File: src/rtl/core/dpb_pkg.sv
// dpb_pkg: shared types, widths, register codes and reset values for the
// depth pixel back-projection core; used by every module in rtl/core
package dpb_pkg;

  localparam int PIX_W   = 12;
  localparam int DEPTH_W = 16;
  localparam int COLOR_W = 8;
  localparam int CFG_W   = 16;
  localparam int CFG_IDX_W = 3;
  localparam int MAG_W   = 16;
  localparam int PROD_W  = 32;
  localparam int QUO_W   = 24;
  localparam int REM_W   = 16;
  localparam int FRAC_W  = 4;

  localparam int DIV_BITS_PER_STAGE = 4;

  localparam logic [CFG_IDX_W-1:0] CFG_FOCAL_X  = 3'd0;
  localparam logic [CFG_IDX_W-1:0] CFG_FOCAL_Y  = 3'd1;
  localparam logic [CFG_IDX_W-1:0] CFG_CENTER_X = 3'd2;
  localparam logic [CFG_IDX_W-1:0] CFG_CENTER_Y = 3'd3;
  localparam logic [CFG_IDX_W-1:0] CFG_NEAR     = 3'd4;
  localparam logic [CFG_IDX_W-1:0] CFG_FAR      = 3'd5;

  localparam logic [QUO_W-1:0] POS_LIMIT = 24'h7FFFFF;
  localparam logic [QUO_W-1:0] NEG_LIMIT = 24'h800000;

  typedef struct packed {
    logic [PIX_W-1:0]   pixel_row;
    logic [PIX_W-1:0]   pixel_col;
    logic [DEPTH_W-1:0] depth_mm;
    logic [COLOR_W-1:0] blue_in;
    logic [COLOR_W-1:0] green_in;
    logic [COLOR_W-1:0] red_in;
  } pixel_t;

  typedef struct packed {
    logic signed [QUO_W-1:0] point_x;
    logic signed [QUO_W-1:0] point_y;
    logic [DEPTH_W-1:0]      point_z;
    logic [COLOR_W-1:0]      blue_out;
    logic [COLOR_W-1:0]      green_out;
    logic [COLOR_W-1:0]      red_out;
    logic                    point_valid;
  } point_t;

  typedef struct packed {
    logic [CFG_W-1:0] focal_x;
    logic [CFG_W-1:0] focal_y;
    logic [CFG_W-1:0] center_x;
    logic [CFG_W-1:0] center_y;
    logic [CFG_W-1:0] near_limit_mm;
    logic [CFG_W-1:0] far_limit_mm;
  } cfg_t;

  localparam cfg_t CFG_RESET = '{
    focal_x:       16'd9600,
    focal_y:       16'd9600,
    center_x:      16'd5120,
    center_y:      16'd3840,
    near_limit_mm: 16'd100,
    far_limit_mm:  16'd2000
  };

  typedef struct packed {
    logic               in_range;
    logic [DEPTH_W-1:0] depth;
    logic [COLOR_W-1:0] blue;
    logic [COLOR_W-1:0] green;
    logic [COLOR_W-1:0] red;
  } side_t;

  typedef struct packed {
    side_t            side;
    logic [MAG_W-1:0] mag_x;
    logic [MAG_W-1:0] mag_y;
    logic             neg_x;
    logic             neg_y;
  } front_t;

  typedef struct packed {
    logic             neg;
    logic             ovf;
    logic [REM_W-1:0] rem;
    logic [QUO_W-1:0] work;
  } axis_t;

  typedef struct packed {
    side_t side;
    axis_t ax_x;
    axis_t ax_y;
  } div_t;

endpackage

File: src/rtl/core/dpb_mult.sv
// dpb_mult: second stage, offset times depth, split into divider start state
// depends on dpb_pkg
module dpb_mult (
  input  logic            clk,
  input  logic            en,
  input  dpb_pkg::front_t d,
  output dpb_pkg::div_t   q
);

  logic [dpb_pkg::PROD_W-1:0] prod_x;
  logic [dpb_pkg::PROD_W-1:0] prod_y;

  assign prod_x = d.mag_x * d.side.depth;
  assign prod_y = d.mag_y * d.side.depth;

  // dividend is the product shifted up by four fraction bits
  always_ff @(posedge clk) begin
    if (en) begin
      q.side      <= d.side;
      q.ax_x.neg  <= d.neg_x;
      q.ax_x.ovf  <= 1'b0;
      q.ax_x.rem  <= dpb_pkg::REM_W'(prod_x[dpb_pkg::PROD_W-1:dpb_pkg::QUO_W-dpb_pkg::FRAC_W]);
      q.ax_x.work <= {prod_x[dpb_pkg::QUO_W-dpb_pkg::FRAC_W-1:0], {dpb_pkg::FRAC_W{1'b0}}};
      q.ax_y.neg  <= d.neg_y;
      q.ax_y.ovf  <= 1'b0;
      q.ax_y.rem  <= dpb_pkg::REM_W'(prod_y[dpb_pkg::PROD_W-1:dpb_pkg::QUO_W-dpb_pkg::FRAC_W]);
      q.ax_y.work <= {prod_y[dpb_pkg::QUO_W-dpb_pkg::FRAC_W-1:0], {dpb_pkg::FRAC_W{1'b0}}};
    end
  end

endmodule

File: config.mk
export PLATFORM = sky130hd
export DESIGN_NAME = dpb_mult
export DESIGN_NICKNAME = d
export VERILOG_FILES = /design/src/rtl/core/dpb_pkg.sv /design/src/rtl/core/dpb_mult.sv
export SDC_FILE = /design/constraint.sdc
export NUM_CORES = 1
export LEC_CHECK = 0
export ABC_AREA = 1
export BUFFER_PORTS_ARGS = -buffer_cell sky130_fd_sc_hd__buf_2
export CAP_MARGIN = 30
export CELL_PAD_IN_SITES_DETAIL_PLACEMENT = 0
export CELL_PAD_IN_SITES_GLOBAL_PLACEMENT = 2
export CORE_MARGIN = 8
export CORE_UTILIZATION = 30
export CTS_CLUSTER_SIZE = 40
export DETAILED_ROUTE_END_ITERATION = 8
export PLACE_DENSITY = 0.68
export SLEW_MARGIN = 5
export SYNTH_ARGS = -nofsm -noshare
export SYNTH_HDL_FRONTEND = slang
export SYNTH_SLANG_ARGS = --single-unit
File: constraint.sdc
create_clock -name clk -period 16.3 [get_ports clk]
set_clock_uncertainty 0.2 [all_clocks]
set_input_delay 0.815 -clock clk [delete_from_list [all_inputs] [get_ports clk]]
set_output_delay 0.815 -clock clk [all_outputs]
set_load 0.03 [all_outputs]
## Word level (Yosys, flattened, before mapping)

Index checks and enable logic that the tools add are counted.

- Multipliers: 2

Operator list:

| cell | number |
|---|---|
| 16-bit by 16-bit multiplier with 32-bit output | 2 |

- Word-level logic and storage cells: 13
- Output and inout bits: 125
- Register bits after elaboration: 107

## Longest topological paths before layout

Gate-level depths: netlist (run 1).

- Depth in word-level cells: 1
- Gate-level depth with buffers: 25

## Worst setup path before layout (run 1)

Ideal clock, no wire load.

- Kind: input to register
- From: in d[25] (netlist bit)
- To: reg q[77] (netlist bit), data pin
- Library setup time: 252 ps
- Data arrival time: 5540 ps
- Setup slack: 10307 ps
- Buffers on the path: 2
- Cell stages on the path: 22
- Required time: 15848 ps
- Path through: clkbuf_1 clkbuf_1 nand2_1 fa_1 inv_1 fa_1 inv_1 fa_1 inv_1 fa_1 fa_1 inv_1 fa_1 inv_1 ha_1 nand2_1 nor2_1 nand3_1 nand3_2 nand2_1 nand3_1 nand2_1

- Cells in the longest elaborated chain, start to end: 1

Ends and longest elaborated chain:

| item | RTL line | RTL |
|---|---|---|
| start: declaration | dpb_mult.sv:6 | `input dpb_pkg::front_t d,` |
| 16-bit by 16-bit multiplier with 32-bit output | dpb_mult.sv:13 | `assign prod_x = d.mag_x * d.side.depth;` |
| named net prod_x (one bit) | dpb_mult.sv:10 | `logic [dpb_pkg::PROD_W-1:0] prod_x;` |
| end: declaration | dpb_mult.sv:7 | `output dpb_pkg::div_t q` |

The timed path passes the listed nets, and every way through them passes these cells.
A chain may end at the register's enable or synchronous reset.

## Worst setup path in the final report (run 1)

- From: in d[60] (netlist bit)
- To: reg q[19] (netlist bit), data pin

- Cells in the longest elaborated chain, start to end: 1

Ends and longest elaborated chain:

| item | RTL line | RTL |
|---|---|---|
| 16-bit by 16-bit multiplier with 32-bit output | dpb_mult.sv:14 | `assign prod_y = d.mag_y * d.side.depth;` |
| named net prod_y (one bit) | dpb_mult.sv:11 | `logic [dpb_pkg::PROD_W-1:0] prod_y;` |

The timed path passes the listed nets, and every way through them passes these cells.

==> summary.txt, run 1 <==
Layout
  • Core Util, Final: 33.0%
  • Layout Cells excl Fill: 3,899
  • Largest register FFs: 107
  • Nets@finish: 3,606
  • Commonest non-fill, non-tap cell in the layout: sky130_fd_sc_hd__nand2_1
  • Area grow syn2layout: 8.82%
  • Most flops, register: q
  • Leading cell types in the layout, fill and taps excluded: 920 x sky130_fd_sc_hd__nand2_1, 868 x sky130_fd_sc_hd__inv_1, 388 x sky130_fd_sc_hd__fa_1
  • Fraction of layout cells with a size suffix above 1: 7.22%
  • Largest registers: q: 107 flops

Floorplanning
  • Die width: 288 um
  • Full die area: 82,700 sq um
  • I/O pin count: 202
  • Effective utilization at floorplan: 30.3%
  • Floorplan Core Area: 73,000 sq um
  • Die height: 288 um
  • Row Count: 99

Timing
  • Final hold violations: 0
  • Setup repair after global routing missed its margin: false
  • Least setup slack across all paths after layout: 9.79 ns
  • Slew Limit Fails: 0
  • Actual transition at the worst max-transition pin: 0.958 ns
  • Worst slew margin relative to its limit: 36.1%
  • Final critical path time including I/O delays and setup: 6.51 ns
  • Final setup violating endpoints: 0
  • Total negative setup slack: 0 ns
  • Highest clock rate: 0.154 GHz
  • Part of the cycle the worst path needs: 39.9%

Min path
  • Start point of the worst min-delay path: d[39]
  • WHS Path Cells: 1
  • Worst min-delay path endpoint: q[89]
  • Worst hold path class: input port to register

Drt
  • Vias post-DR: 16,800
  • Vias per cell: 4.30
  • Routed wire length: 63,700 um
  • ANT nets after route: 0
  • Pre-antenna DRT Iters: 5
  • Initial detailed-routing violation count: 654
  • Drc violations: 0
  • Wirelength per Cell: 16.3 um

Critical path
  • CP Data Arrival Time: 6.51 ns
  • Path type of the worst setup path: input port to register
  • Critical Path Fanout Max: 33
  • Type of origin of the critical path: input port
  • Required time of the critical path: 16.30 ns
  • Endpoint class of the critical path: register

Global route
  • Global route overflow: 0
  • Vias in the first global route: 18,600
  • Initial antenna violation count: 3
  • Largest net degree at the start of global routing: 68
  • Global-route wire length before repair: 104,000 um
  • Overall Global Routing Usage: 15.9%

Place
  • Pre-CTS setup slack: 9.34 ns
  • Weighted congestion reported at the end of routability-driven placement: 0.824
  • Placed cell count: 3,881
  • HPWL reported at the end of detailed placement: 51,600 um
  • IO buf count: 183

Clock tree
  • CTS tree: built
  • Clock root buffer: sky130_fd_sc_hd__clkbuf_16
  • Total CTS buffers: 9
  • Post-CTS Resized: 0
  • Clock transition at the register clock pins on the worst setup and hold paths after CTS: 0.10 ns
  • Buffers inserted by post-CTS timing repair: 0
  • CTS H-tree depth: 3
  • CTS max path bufs: 2
  • Count of clock tree sinks: 107
  • Hold buffers post-CTS: 0

Run
  • Reported max-cap violation count: 0

Logic synthesis
  • Number of distinct library cell variants in the gate-level netlist after synthesis: 20
  • Post-Synthesis Cells: 2,851
  • Synthesis-stage register bit count: 107
  • Average cell area after synthesis: 7.76 sq um
  • Share of synthesized area occupied by flip-flops and latches: 14.5%
  • Mapped cell area: 22,100 sq um
  • Total of warnings raised by yosys: 0

Outcome
  • Status: completed
==> area by class of cell <==
class / instances / area [sq um]
inverters: 868 / 3260
multi-input cells: 1763 / 15200
flip-flops and latches: 107 / 3210
diodes: 2 / 5.00
fillers: 7813 / 48900
repair buffers: 184 / 926
clock inverters: 7 / 87.6
well taps: 959 / 1200
clock buffers: 9 / 225
==> critical path: stages <==
cell                      delay [ns]
sky130_fd_sc_hd__buf_2          0.70
sky130_fd_sc_hd__nand2_1        0.17
sky130_fd_sc_hd__fa_1           0.53
sky130_fd_sc_hd__fa_1           0.51
sky130_fd_sc_hd__fa_1           0.52
sky130_fd_sc_hd__inv_1          0.05
sky130_fd_sc_hd__fa_1           0.52
sky130_fd_sc_hd__fa_1           0.50
sky130_fd_sc_hd__inv_1          0.05
sky130_fd_sc_hd__fa_1           0.50
sky130_fd_sc_hd__inv_1          0.05
sky130_fd_sc_hd__ha_1           0.37
sky130_fd_sc_hd__nand2_1        0.16
sky130_fd_sc_hd__nor2_1         0.40
sky130_fd_sc_hd__nand3_1        0.16
sky130_fd_sc_hd__nand3_2        0.17
sky130_fd_sc_hd__xor2_1         0.29
==> per-layer routing <==
layer	up-vias	GRT usage, %	wire, um
li1	8170	-	-
met1	8270	19.0	26700
met2	235	29.8	33300
met3	85	1.81	2000
met4	2	4.60	1590
met5	-	0	13
==> stage by stage <==
step,hold WS (ns),cell area [sq um]
after global routing,0.349,24100
after detailed placement,0.794,23800
final,0.371,24100
after global placement,0.792,23800
after CTS,0.344,24100
after floorplan,0.714,22200
==> synthesized netlist by cell type <==
master,n,area [sq um]
sky130_fd_sc_hd__nor2_1,77,289
sky130_fd_sc_hd__xor2_1,31,272
sky130_fd_sc_hd__nand3_1,58,290
sky130_fd_sc_hd__nor3_2,1,10.0
sky130_fd_sc_hd__conb_1,1,3.75
sky130_fd_sc_hd__nand3b_1,1,7.51
sky130_fd_sc_hd__xnor2_1,5,43.8
sky130_fd_sc_hd__o21bai_1,2,15.0
sky130_fd_sc_hd__nand2_1,920,3450
sky130_fd_sc_hd__nand3_2,11,110
sky130_fd_sc_hd__buf_4,18,135
sky130_fd_sc_hd__nand4_1,8,50.1
sky130_fd_sc_hd__a21o_1,2,15.0
sky130_fd_sc_hd__ha_1,208,2600
sky130_fd_sc_hd__clkbuf_1,112,420
sky130_fd_sc_hd__edfxtp_1,107,3210
sky130_fd_sc_hd__fa_1,388,7770
sky130_fd_sc_hd__a21oi_1,32,160
sky130_fd_sc_hd__inv_1,868,3260
sky130_fd_sc_hd__and2_1,1,6.26
==> worst max path at each step <==
stage           from     to  slack, ns
2_1_floorplan  d[25]  q[77]      10.31
3_3_place_gp   d[60]  q[19]       9.31
3_5_place_dp   d[60]  q[35]       9.34
4_1_cts        d[60]  q[19]       9.77
5_1_grt        d[60]  q[35]       9.55
6_report       d[60]  q[19]       9.79
==> cells by family (layout without fill, tap and decap cells) <==
| family | Yosys count | after routing | synth area share, % |
|---|---|---|---|
| other cells | 1 | 20 | 0.0170 |
| compound gates | 36 | 36 | 0.860 |
| fa+ha+maj | 596 | 596 | 46.9 |
| flops | 107 | 107 | 14.5 |
| simple gates | 1077 | 1077 | 19.1 |
| buf+inv | 998 | 1068 | 17.2 |
| xor+xnor | 36 | 36 | 1.43 |
Power of run 1 is not shown: default switching activity piles up to over one toggle a cycle in this logic, so the estimate is an artifact.
==> run 2, diff against run 1 <==
--- a/config.mk
+++ b/config.mk
@@ -14,7 +14,7 @@
 export CORE_UTILIZATION = 30
 export CTS_CLUSTER_SIZE = 40
 export DETAILED_ROUTE_END_ITERATION = 8
-export PLACE_DENSITY = 0.68
+export PLACE_DENSITY = 0.7
 export SLEW_MARGIN = 5
 export SYNTH_ARGS = -nofsm -noshare
 export SYNTH_HDL_FRONTEND = slang
==> constraint.sdc (replaced) <==
create_clock -name clk -period 5.5 [get_ports clk]
set_clock_uncertainty 0.2 [all_clocks]
set_input_delay 0.275 -clock clk [delete_from_list [all_inputs] [get_ports clk]]
set_output_delay 0.275 -clock clk [all_outputs]
set_load 0.03 [all_outputs]
==> run 2 against run 1 <==
Critical path depth up 4; die area unchanged; worst setup slack worse by 9.6 ns; final area up 8.8%; first-iteration DRC count up 13%; via count up 3.7%; clock-buffer cell count unchanged; largest cell class unchanged; non-clock buffer count up 246; wire length up 0.53%; final cell count up 6.3%; sequential share of layout area down 1.1 points.
==> summary.txt, run 2 (synthesis gave the netlist of run 1 again) <==
Critical path
  • Cell occurring most often along the worst timing path: sky130_fd_sc_hd__fa_1 (unchanged)
  • Worst setup path end: q[31] (was q[19])
  • Critical-path cell list: buf_2 > buf_4 > nand2_1 > inv_1 > fa_1 > inv_1 > fa_1 > fa_1 > inv_1 > fa_1 > fa_1 > fa_1 > ha_1 > nand2_1 > nor2_1 > buf_4 > nand2_1 > nor2_1 > nand2_1 > nand4_1 > nand2_1 (was buf_2 > nand2_1 > fa_1 > fa_1 > fa_1 > inv_1 > fa_1 > fa_1 > inv_1 > fa_1 > inv_1 > ha_1 > nand2_1 > nor2_1 > nand3_1 > nand3_2 > xor2_1)
  • Worst setup path start: d[12] (was d[60])
  • Type of origin of the critical path: input port (unchanged)
  • Path type of the worst setup path: input port to register (unchanged)
  • Number of cells on the critical path: 21 (was 17)
  • Crit path buf inv count: 6 (was 4)
  • Delay of the slowest cell on the worst path: 0.59 ns (was 0.70 ns)
  • CP Data Arrival Time: 5.30 ns (was 6.51 ns)
  • Endpoint class of the critical path: register (unchanged)
  • Required time of the critical path: 5.45 ns (was 16.30 ns)
  • Critical Path Fanout Max: 10 (was 33)
  • Cell at the slowest stage of the critical path: sky130_fd_sc_hd__fa_1 (was sky130_fd_sc_hd__buf_2)
  • Category of cells accounting for the largest share of critical-path delay: adder cells (unchanged)

Outcome
  • Status: completed (unchanged)

Clock tree
  • Clock root buffer: sky130_fd_sc_hd__clkbuf_16 (unchanged)
  • Buffers inserted by post-CTS timing repair: 0 (unchanged)
  • Count of clock tree sinks: 107 (unchanged)
  • Clock transition at the register clock pins on the worst setup and hold paths after CTS: 0.10 ns (about the same)
  • CTS max path bufs: 2 (unchanged)
  • CTS H-tree depth: 3 (unchanged)
  • Total CTS buffers: 9 (unchanged)
  • CTS tree: built (unchanged)

Global route
  • Overall Global Routing Usage: 15.9% (about the same)
  • Vias in the first global route: 19,500 (was 18,600)
  • Global route overflow: 0 (unchanged)
  • Initial antenna violation count: 1 (was 3)
  • Global-route wire length before repair: 105,000 um (was 104,000 um)
  • Largest net degree at the start of global routing: 63 (was 68)

Place
  • Placed cell count: 4,099 (was 3,881)
  • IO buf count: 183 (unchanged)
  • Weighted congestion reported at the end of routability-driven placement: 0.866 (was 0.824)
  • HPWL reported at the end of detailed placement: 55,900 um (was 51,600 um)
  • Pre-CTS setup slack: -0.432 ns (was 9.34 ns)

Timing
  • Final hold violations: 0 (unchanged)
  • Setup repair after global routing missed its margin: true (was false)
  • Final setup violating endpoints: 0 (unchanged)
  • Least setup slack across all paths after layout: 0.146 ns (was 9.79 ns)
  • Worst hold slack after final layout: 0.0520 ns (was 0.371 ns)
  • Part of the cycle the worst path needs: 97.3%
  • Highest clock rate: 0.187 GHz
  • Worst slew margin relative to its limit: 40.6% (was 36.1%)
  • Slew Limit Fails: 0 (unchanged)
  • Actual transition at the worst max-transition pin: 0.891 ns (was 0.958 ns)
  • Final critical path time including I/O delays and setup: 5.35 ns

Drt
  • Drc violations: 0 (unchanged)
  • Vias post-DR: 17,400 (was 16,800)
  • Routed wire length: 64,000 um (was 63,700 um)
  • Initial detailed-routing violation count: 736 (was 654)
  • Vias per cell: 4.20 (was 4.30)
  • Pre-antenna DRT Iters: 5 (unchanged)
  • Wirelength per Cell: 15.5 um (was 16.3 um)
  • ANT nets after route: 0 (unchanged)

Floorplanning
  • Die width: 288 um (unchanged)
  • Effective utilization at floorplan: 30.3% (unchanged)
  • Full die area: 82,700 sq um (unchanged)
  • Floorplan Core Area: 73,000 sq um (unchanged)
  • I/O pin count: 202 (unchanged)
  • Row Count: 99 (unchanged)
  • Die height: 288 um (unchanged)

Layout
  • Area grow syn2layout: 18.4% (was 8.82%)
  • Leading cell types in the layout, fill and taps excluded: 918 x sky130_fd_sc_hd__nand2_1, 868 x sky130_fd_sc_hd__inv_1, 388 x sky130_fd_sc_hd__fa_1 (was 920 x sky130_fd_sc_hd__nand2_1, 868 x sky130_fd_sc_hd__inv_1, 388 x sky130_fd_sc_hd__fa_1)
  • Most flops, register: q (unchanged)
  • Seq. cell area: 3210 sq um (unchanged)
  • Largest register FFs: 107 (unchanged)
  • Filler instances: 7,712 (was 7,813)
  • Largest registers: q: 107 flops (unchanged)
  • Layout Cells excl Fill: 4,143 (was 3,899)
  • Commonest non-fill, non-tap cell in the layout: sky130_fd_sc_hd__nand2_1 (unchanged)
  • Antenna fix cells: 0 (was 2)
  • Fraction of layout cells with a size suffix above 1: 13.7% (was 7.22%)
  • Area of combinational cells with multiple inputs: 15,200 sq um (about the same)
  • Nets@finish: 3,852 (was 3,606)

Min path
  • Worst hold path class: input port to register (unchanged)

Run
  • Reported max-cap violation count: 0 (unchanged)
run 2: area by class of cell:
cell class / count / area share (%)
clock buffer: 9 / 0.860
inverter: 868 / 12.4
clock inverter: 7 / 0.330
tap: 959 / 4.58
multi-input combinational: 1763 / 58.0
sequential: 107 / 12.3
timing repair buffer: 430 / 11.6
run 2: worst min path at each step:
stage	start	end	cells past startpoint
5_1_grt	d[73]	q[123]	1
2_1_floorplan	d[50]	q[100]	0
6_report	d[73]	q[123]	1
4_1_cts	d[73]	q[123]	1
3_5_place_dp	d[55]	q[105]	1
3_3_place_gp	d[74]	q[124]	1
run 2: layer usage:
| layer | share of wire [%] | vias up | routed length, um | global-route usage, % |
|---|---|---|---|---|
| met3 | 2.6 | 64 | 1650 | 1.79 |
| li1 | - | 8662 | - | - |
| met5 | 0 | - | 0 | 0 |
| met4 | 2.1 | 0 | 1320 | 3.87 |
| met1 | 42 | 8444 | 27000 | 18.7 |
| met2 | 53 | 212 | 34100 | 30.4 |
run 2: through the flow:
step	utilization [%]	cell area, sq um	setup TNS, ns
after CTS	35.9	26200	0
after global routing	35.9	26200	-0.432
after global placement	35.0	25600	-10.66
final	35.9	26200	0
after floorplan	-	22200	0
after detailed placement	35.0	25600	-11.53
run 2: repair_timing:
action                                  4_1_cts  5_1_grt
endpoints found under the hold margin        32        0
hold buffers                                 28        0
resized for setup                             0       16
endpoints found under the setup margin        0       34
Power of run 2 is left out for the same reason.
==> run 3, diff against run 2 <==
--- a/config.mk
+++ b/config.mk
@@ -11,10 +11,10 @@
 export CELL_PAD_IN_SITES_DETAIL_PLACEMENT = 0
 export CELL_PAD_IN_SITES_GLOBAL_PLACEMENT = 2
 export CORE_MARGIN = 8
-export CORE_UTILIZATION = 30
+export CORE_UTILIZATION = 33
 export CTS_CLUSTER_SIZE = 40
 export DETAILED_ROUTE_END_ITERATION = 8
-export PLACE_DENSITY = 0.7
+export PLACE_DENSITY = 0.77
 export SLEW_MARGIN = 5
 export SYNTH_ARGS = -nofsm -noshare
 export SYNTH_HDL_FRONTEND = slang
==> run 3 against run 2 <==
First-iteration DRC count shrank 21%; utilization rose by 2.9 points; largest cell class unchanged; critical path type unchanged; die area down 8.6%; via count increased by 1.0%; final area decreased by 0.94%; sequential share of layout area increased by 0.12 points; fmax increased by 1.2%; sequential cell count unchanged; clock-buffer cell count stayed put; final cell count is 2.5% lower.
==> summary.txt, run 3 (synthesis gave the netlist of run 1 again) <==
Outcome
  • Status: completed (unchanged)

Critical path
  • Cell occurring most often along the worst timing path: sky130_fd_sc_hd__inv_1 (was sky130_fd_sc_hd__fa_1)
  • Delay of the slowest cell on the worst path: 0.54 ns (was 0.59 ns)
  • Path type of the worst setup path: input port to register (unchanged)
  • Type of origin of the critical path: input port (unchanged)
  • Endpoint class of the critical path: register (unchanged)
  • Critical Path Fanout Max: 19 (was 10)
  • Required time of the critical path: 5.45 ns (about the same)
  • Critical-path cell list: clkbuf_4 > buf_4 > nand2_1 > inv_1 > fa_1 > inv_1 > fa_1 > fa_1 > fa_1 > inv_1 > fa_1 > inv_1 > fa_1 > inv_1 > ha_1 > nand2_1 > inv_1 > nand2_1 > nand3_1 > inv_1 > nand3_2 > buf_4 > xor2_1 (was buf_2 > buf_4 > nand2_1 > inv_1 > fa_1 > inv_1 > fa_1 > fa_1 > inv_1 > fa_1 > fa_1 > fa_1 > ha_1 > nand2_1 > nor2_1 > buf_4 > nand2_1 > nor2_1 > nand2_1 > nand4_1 > nand2_1)
  • Cell at the slowest stage of the critical path: sky130_fd_sc_hd__fa_1 (unchanged)
  • CP Data Arrival Time: 5.24 ns (was 5.30 ns)

Timing
  • Worst hold slack after final layout: 0.0203 ns (was 0.0520 ns)
  • Worst slew margin relative to its limit: 44.6% (was 40.6%)
  • Slew Limit Fails: 0 (unchanged)
  • Final hold violations: 0 (unchanged)
  • Actual transition at the worst max-transition pin: 0.831 ns (was 0.891 ns)
  • Final critical path time including I/O delays and setup: 5.29 ns (was 5.35 ns)
  • Final setup violating endpoints: 0 (unchanged)
  • Setup repair after global routing missed its margin: false (was true)
  • Highest clock rate: 0.189 GHz (was 0.187 GHz)
  • Part of the cycle the worst path needs: 96.2% (was 97.3%)

Clock tree
  • Buffers inserted by post-CTS timing repair: 0 (unchanged)
  • Clock root buffer: sky130_fd_sc_hd__clkbuf_16 (unchanged)
  • CTS H-tree depth: 3 (unchanged)
  • Count of clock tree sinks: 107 (unchanged)
  • Clock transition at the register clock pins on the worst setup and hold paths after CTS: 0.12 ns (was 0.10 ns)
  • Total CTS buffers: 9 (unchanged)
  • CTS max path bufs: 2 (unchanged)
  • CTS tree: built (unchanged)

Layout
  • Seq. cell area: 3210 sq um (unchanged)
  • Area of combinational cells with multiple inputs: 15,200 sq um (about the same)
  • Post-Layout Inst Area: 25,900 sq um (was 26,200 sq um)
  • Most flops, register: q (unchanged)
  • Leading cell types in the layout, fill and taps excluded: 920 x sky130_fd_sc_hd__nand2_1, 868 x sky130_fd_sc_hd__inv_1, 388 x sky130_fd_sc_hd__fa_1 (was 918 x sky130_fd_sc_hd__nand2_1, 868 x sky130_fd_sc_hd__inv_1, 388 x sky130_fd_sc_hd__fa_1)
  • Area grow syn2layout: 17.3% (was 18.4%)
  • Core Util, Final: 38.8% (was 35.9%)
  • Largest registers: q: 107 flops (unchanged)
  • Commonest non-fill, non-tap cell in the layout: sky130_fd_sc_hd__nand2_1 (unchanged)
  • Nets@finish: 3,835 (was 3,852)
  • Filler instances: 7,067 (was 7,712)
  • Largest register FFs: 107 (unchanged)
  • Fraction of layout cells with a size suffix above 1: 13.2% (was 13.7%)
  • Layout Cells excl Fill: 4,041 (was 4,143)

Min path
  • Worst hold path class: input port to register (unchanged)
  • Worst min-delay path endpoint: q[35] (was q[123])
  • WHS Path Cells: 1 (unchanged)
  • Start point of the worst min-delay path: en (was d[73])

Global route
  • Largest net degree at the start of global routing: 60 (was 63)
  • Global-route wire length before repair: 102,000 um (was 105,000 um)
  • Overall Global Routing Usage: 17.0% (was 15.9%)
  • Global route overflow: 0 (unchanged)
  • Vias in the first global route: 19,300 (was 19,500)
  • Initial antenna violation count: 3 (was 1)

Place
  • HPWL reported at the end of detailed placement: 53,500 um (was 55,900 um)
  • Weighted congestion reported at the end of routability-driven placement: 0.864 (was 0.866)
  • IO buf count: 183 (unchanged)
  • Placed cell count: 3,997 (was 4,099)
  • Instance area at placement: 25,300 sq um (was 25,600 sq um)

Drt
  • Vias post-DR: 17,600 (was 17,400)
  • Initial detailed-routing violation count: 579 (was 736)
  • Vias per cell: 4.35 (was 4.20)
  • Drc violations: 0 (unchanged)
  • Wirelength per Cell: 15.3 um (was 15.5 um)
  • Routed wire length: 62,000 um (was 64,000 um)
  • ANT nets after route: 0 (unchanged)
  • Pre-antenna DRT Iters: 4 (was 5)

Floorplanning
  • Die height: 275 um (was 288 um)
  • Full die area: 75,600 sq um (was 82,700 sq um)
  • Die width: 275 um (was 288 um)
  • Effective utilization at floorplan: 33.1% (was 30.3%)
  • I/O pin count: 202 (unchanged)
  • Row Count: 95 (was 99)
  • Floorplan Core Area: 66,800 sq um (was 73,000 sq um)

Run
  • Reported max-cap violation count: 0 (unchanged)
## run 3: cell count changes in the layout (fill, tap and decap cells not counted), moves of 2 or more
cell,previous run,this run
sky130_fd_sc_hd__a21oi_1,30,32
sky130_fd_sc_hd__a21oi_2,2,0
sky130_fd_sc_hd__buf_4,210,191
sky130_fd_sc_hd__clkbuf_4,1,4
sky130_fd_sc_hd__nand2_1,918,920
sky130_fd_sc_hd__nand2_2,2,0
## run 3: timing repair
action,CTS,global route
hold buffers,27,0
resized for setup,0,10
hold endpoints to repair,27,0
endpoints found under the setup margin,0,28
## run 3: final cells by class
class,instances,share of cell area [%]
diodes,1,0.00964
clock buffers,9,0.868
clock inverters,7,0.333
inverters,868,12.6
multi-input cells,1763,58.5
flip-flops and latches,107,12.4
well taps,873,4.21
repair buffers,413,11.2
## run 3: how the worst max path moves through the flow
stage | slack [ns] | startpoint | cells after the start | endpoint
final | 0.21 | d[63] | 23 | q[17]
after global routing | 0.01 | d[68] | 20 | q[21]
after CTS | 0.05 | d[59] | 19 | q[35]
after detailed placement | -0.42 | d[59] | 19 | q[35]
after global placement | -0.44 | d[59] | 19 | q[35]
after floorplan | 0.05 | d[25] | 22 | q[77]
## run 3: per-stage QoR
step	setup TNS [ns]	worst slack, ns
2_1_floorplan	0	0.0474
3_3_place_gp	-8.84	-0.441
3_5_place_dp	-8.92	-0.421
4_1_cts	0	0.0468
5_1_grt	0	0.0131
6_report	0	0.209
## run 3: worst max-delay path: cells and delay by family
kind | cells | cell delay, ns
and+or+nand+nor | 5 | 0.57
buffers and inverters | 10 | 1.07
xor gates and xnor gates | 1 | 0.13
adders and majority gates | 7 | 3.19
## run 3: routing by layer
layer	GRT usage [%]	routed length (um)	vias to the layer above
met3	1.76	1560	80
met2	32.3	32800	266
met4	5.28	1690	4
li1	-	-	8629
met5	0	27	-
met1	20.0	25800	8583
Power of run 3 is left out for the same reason.
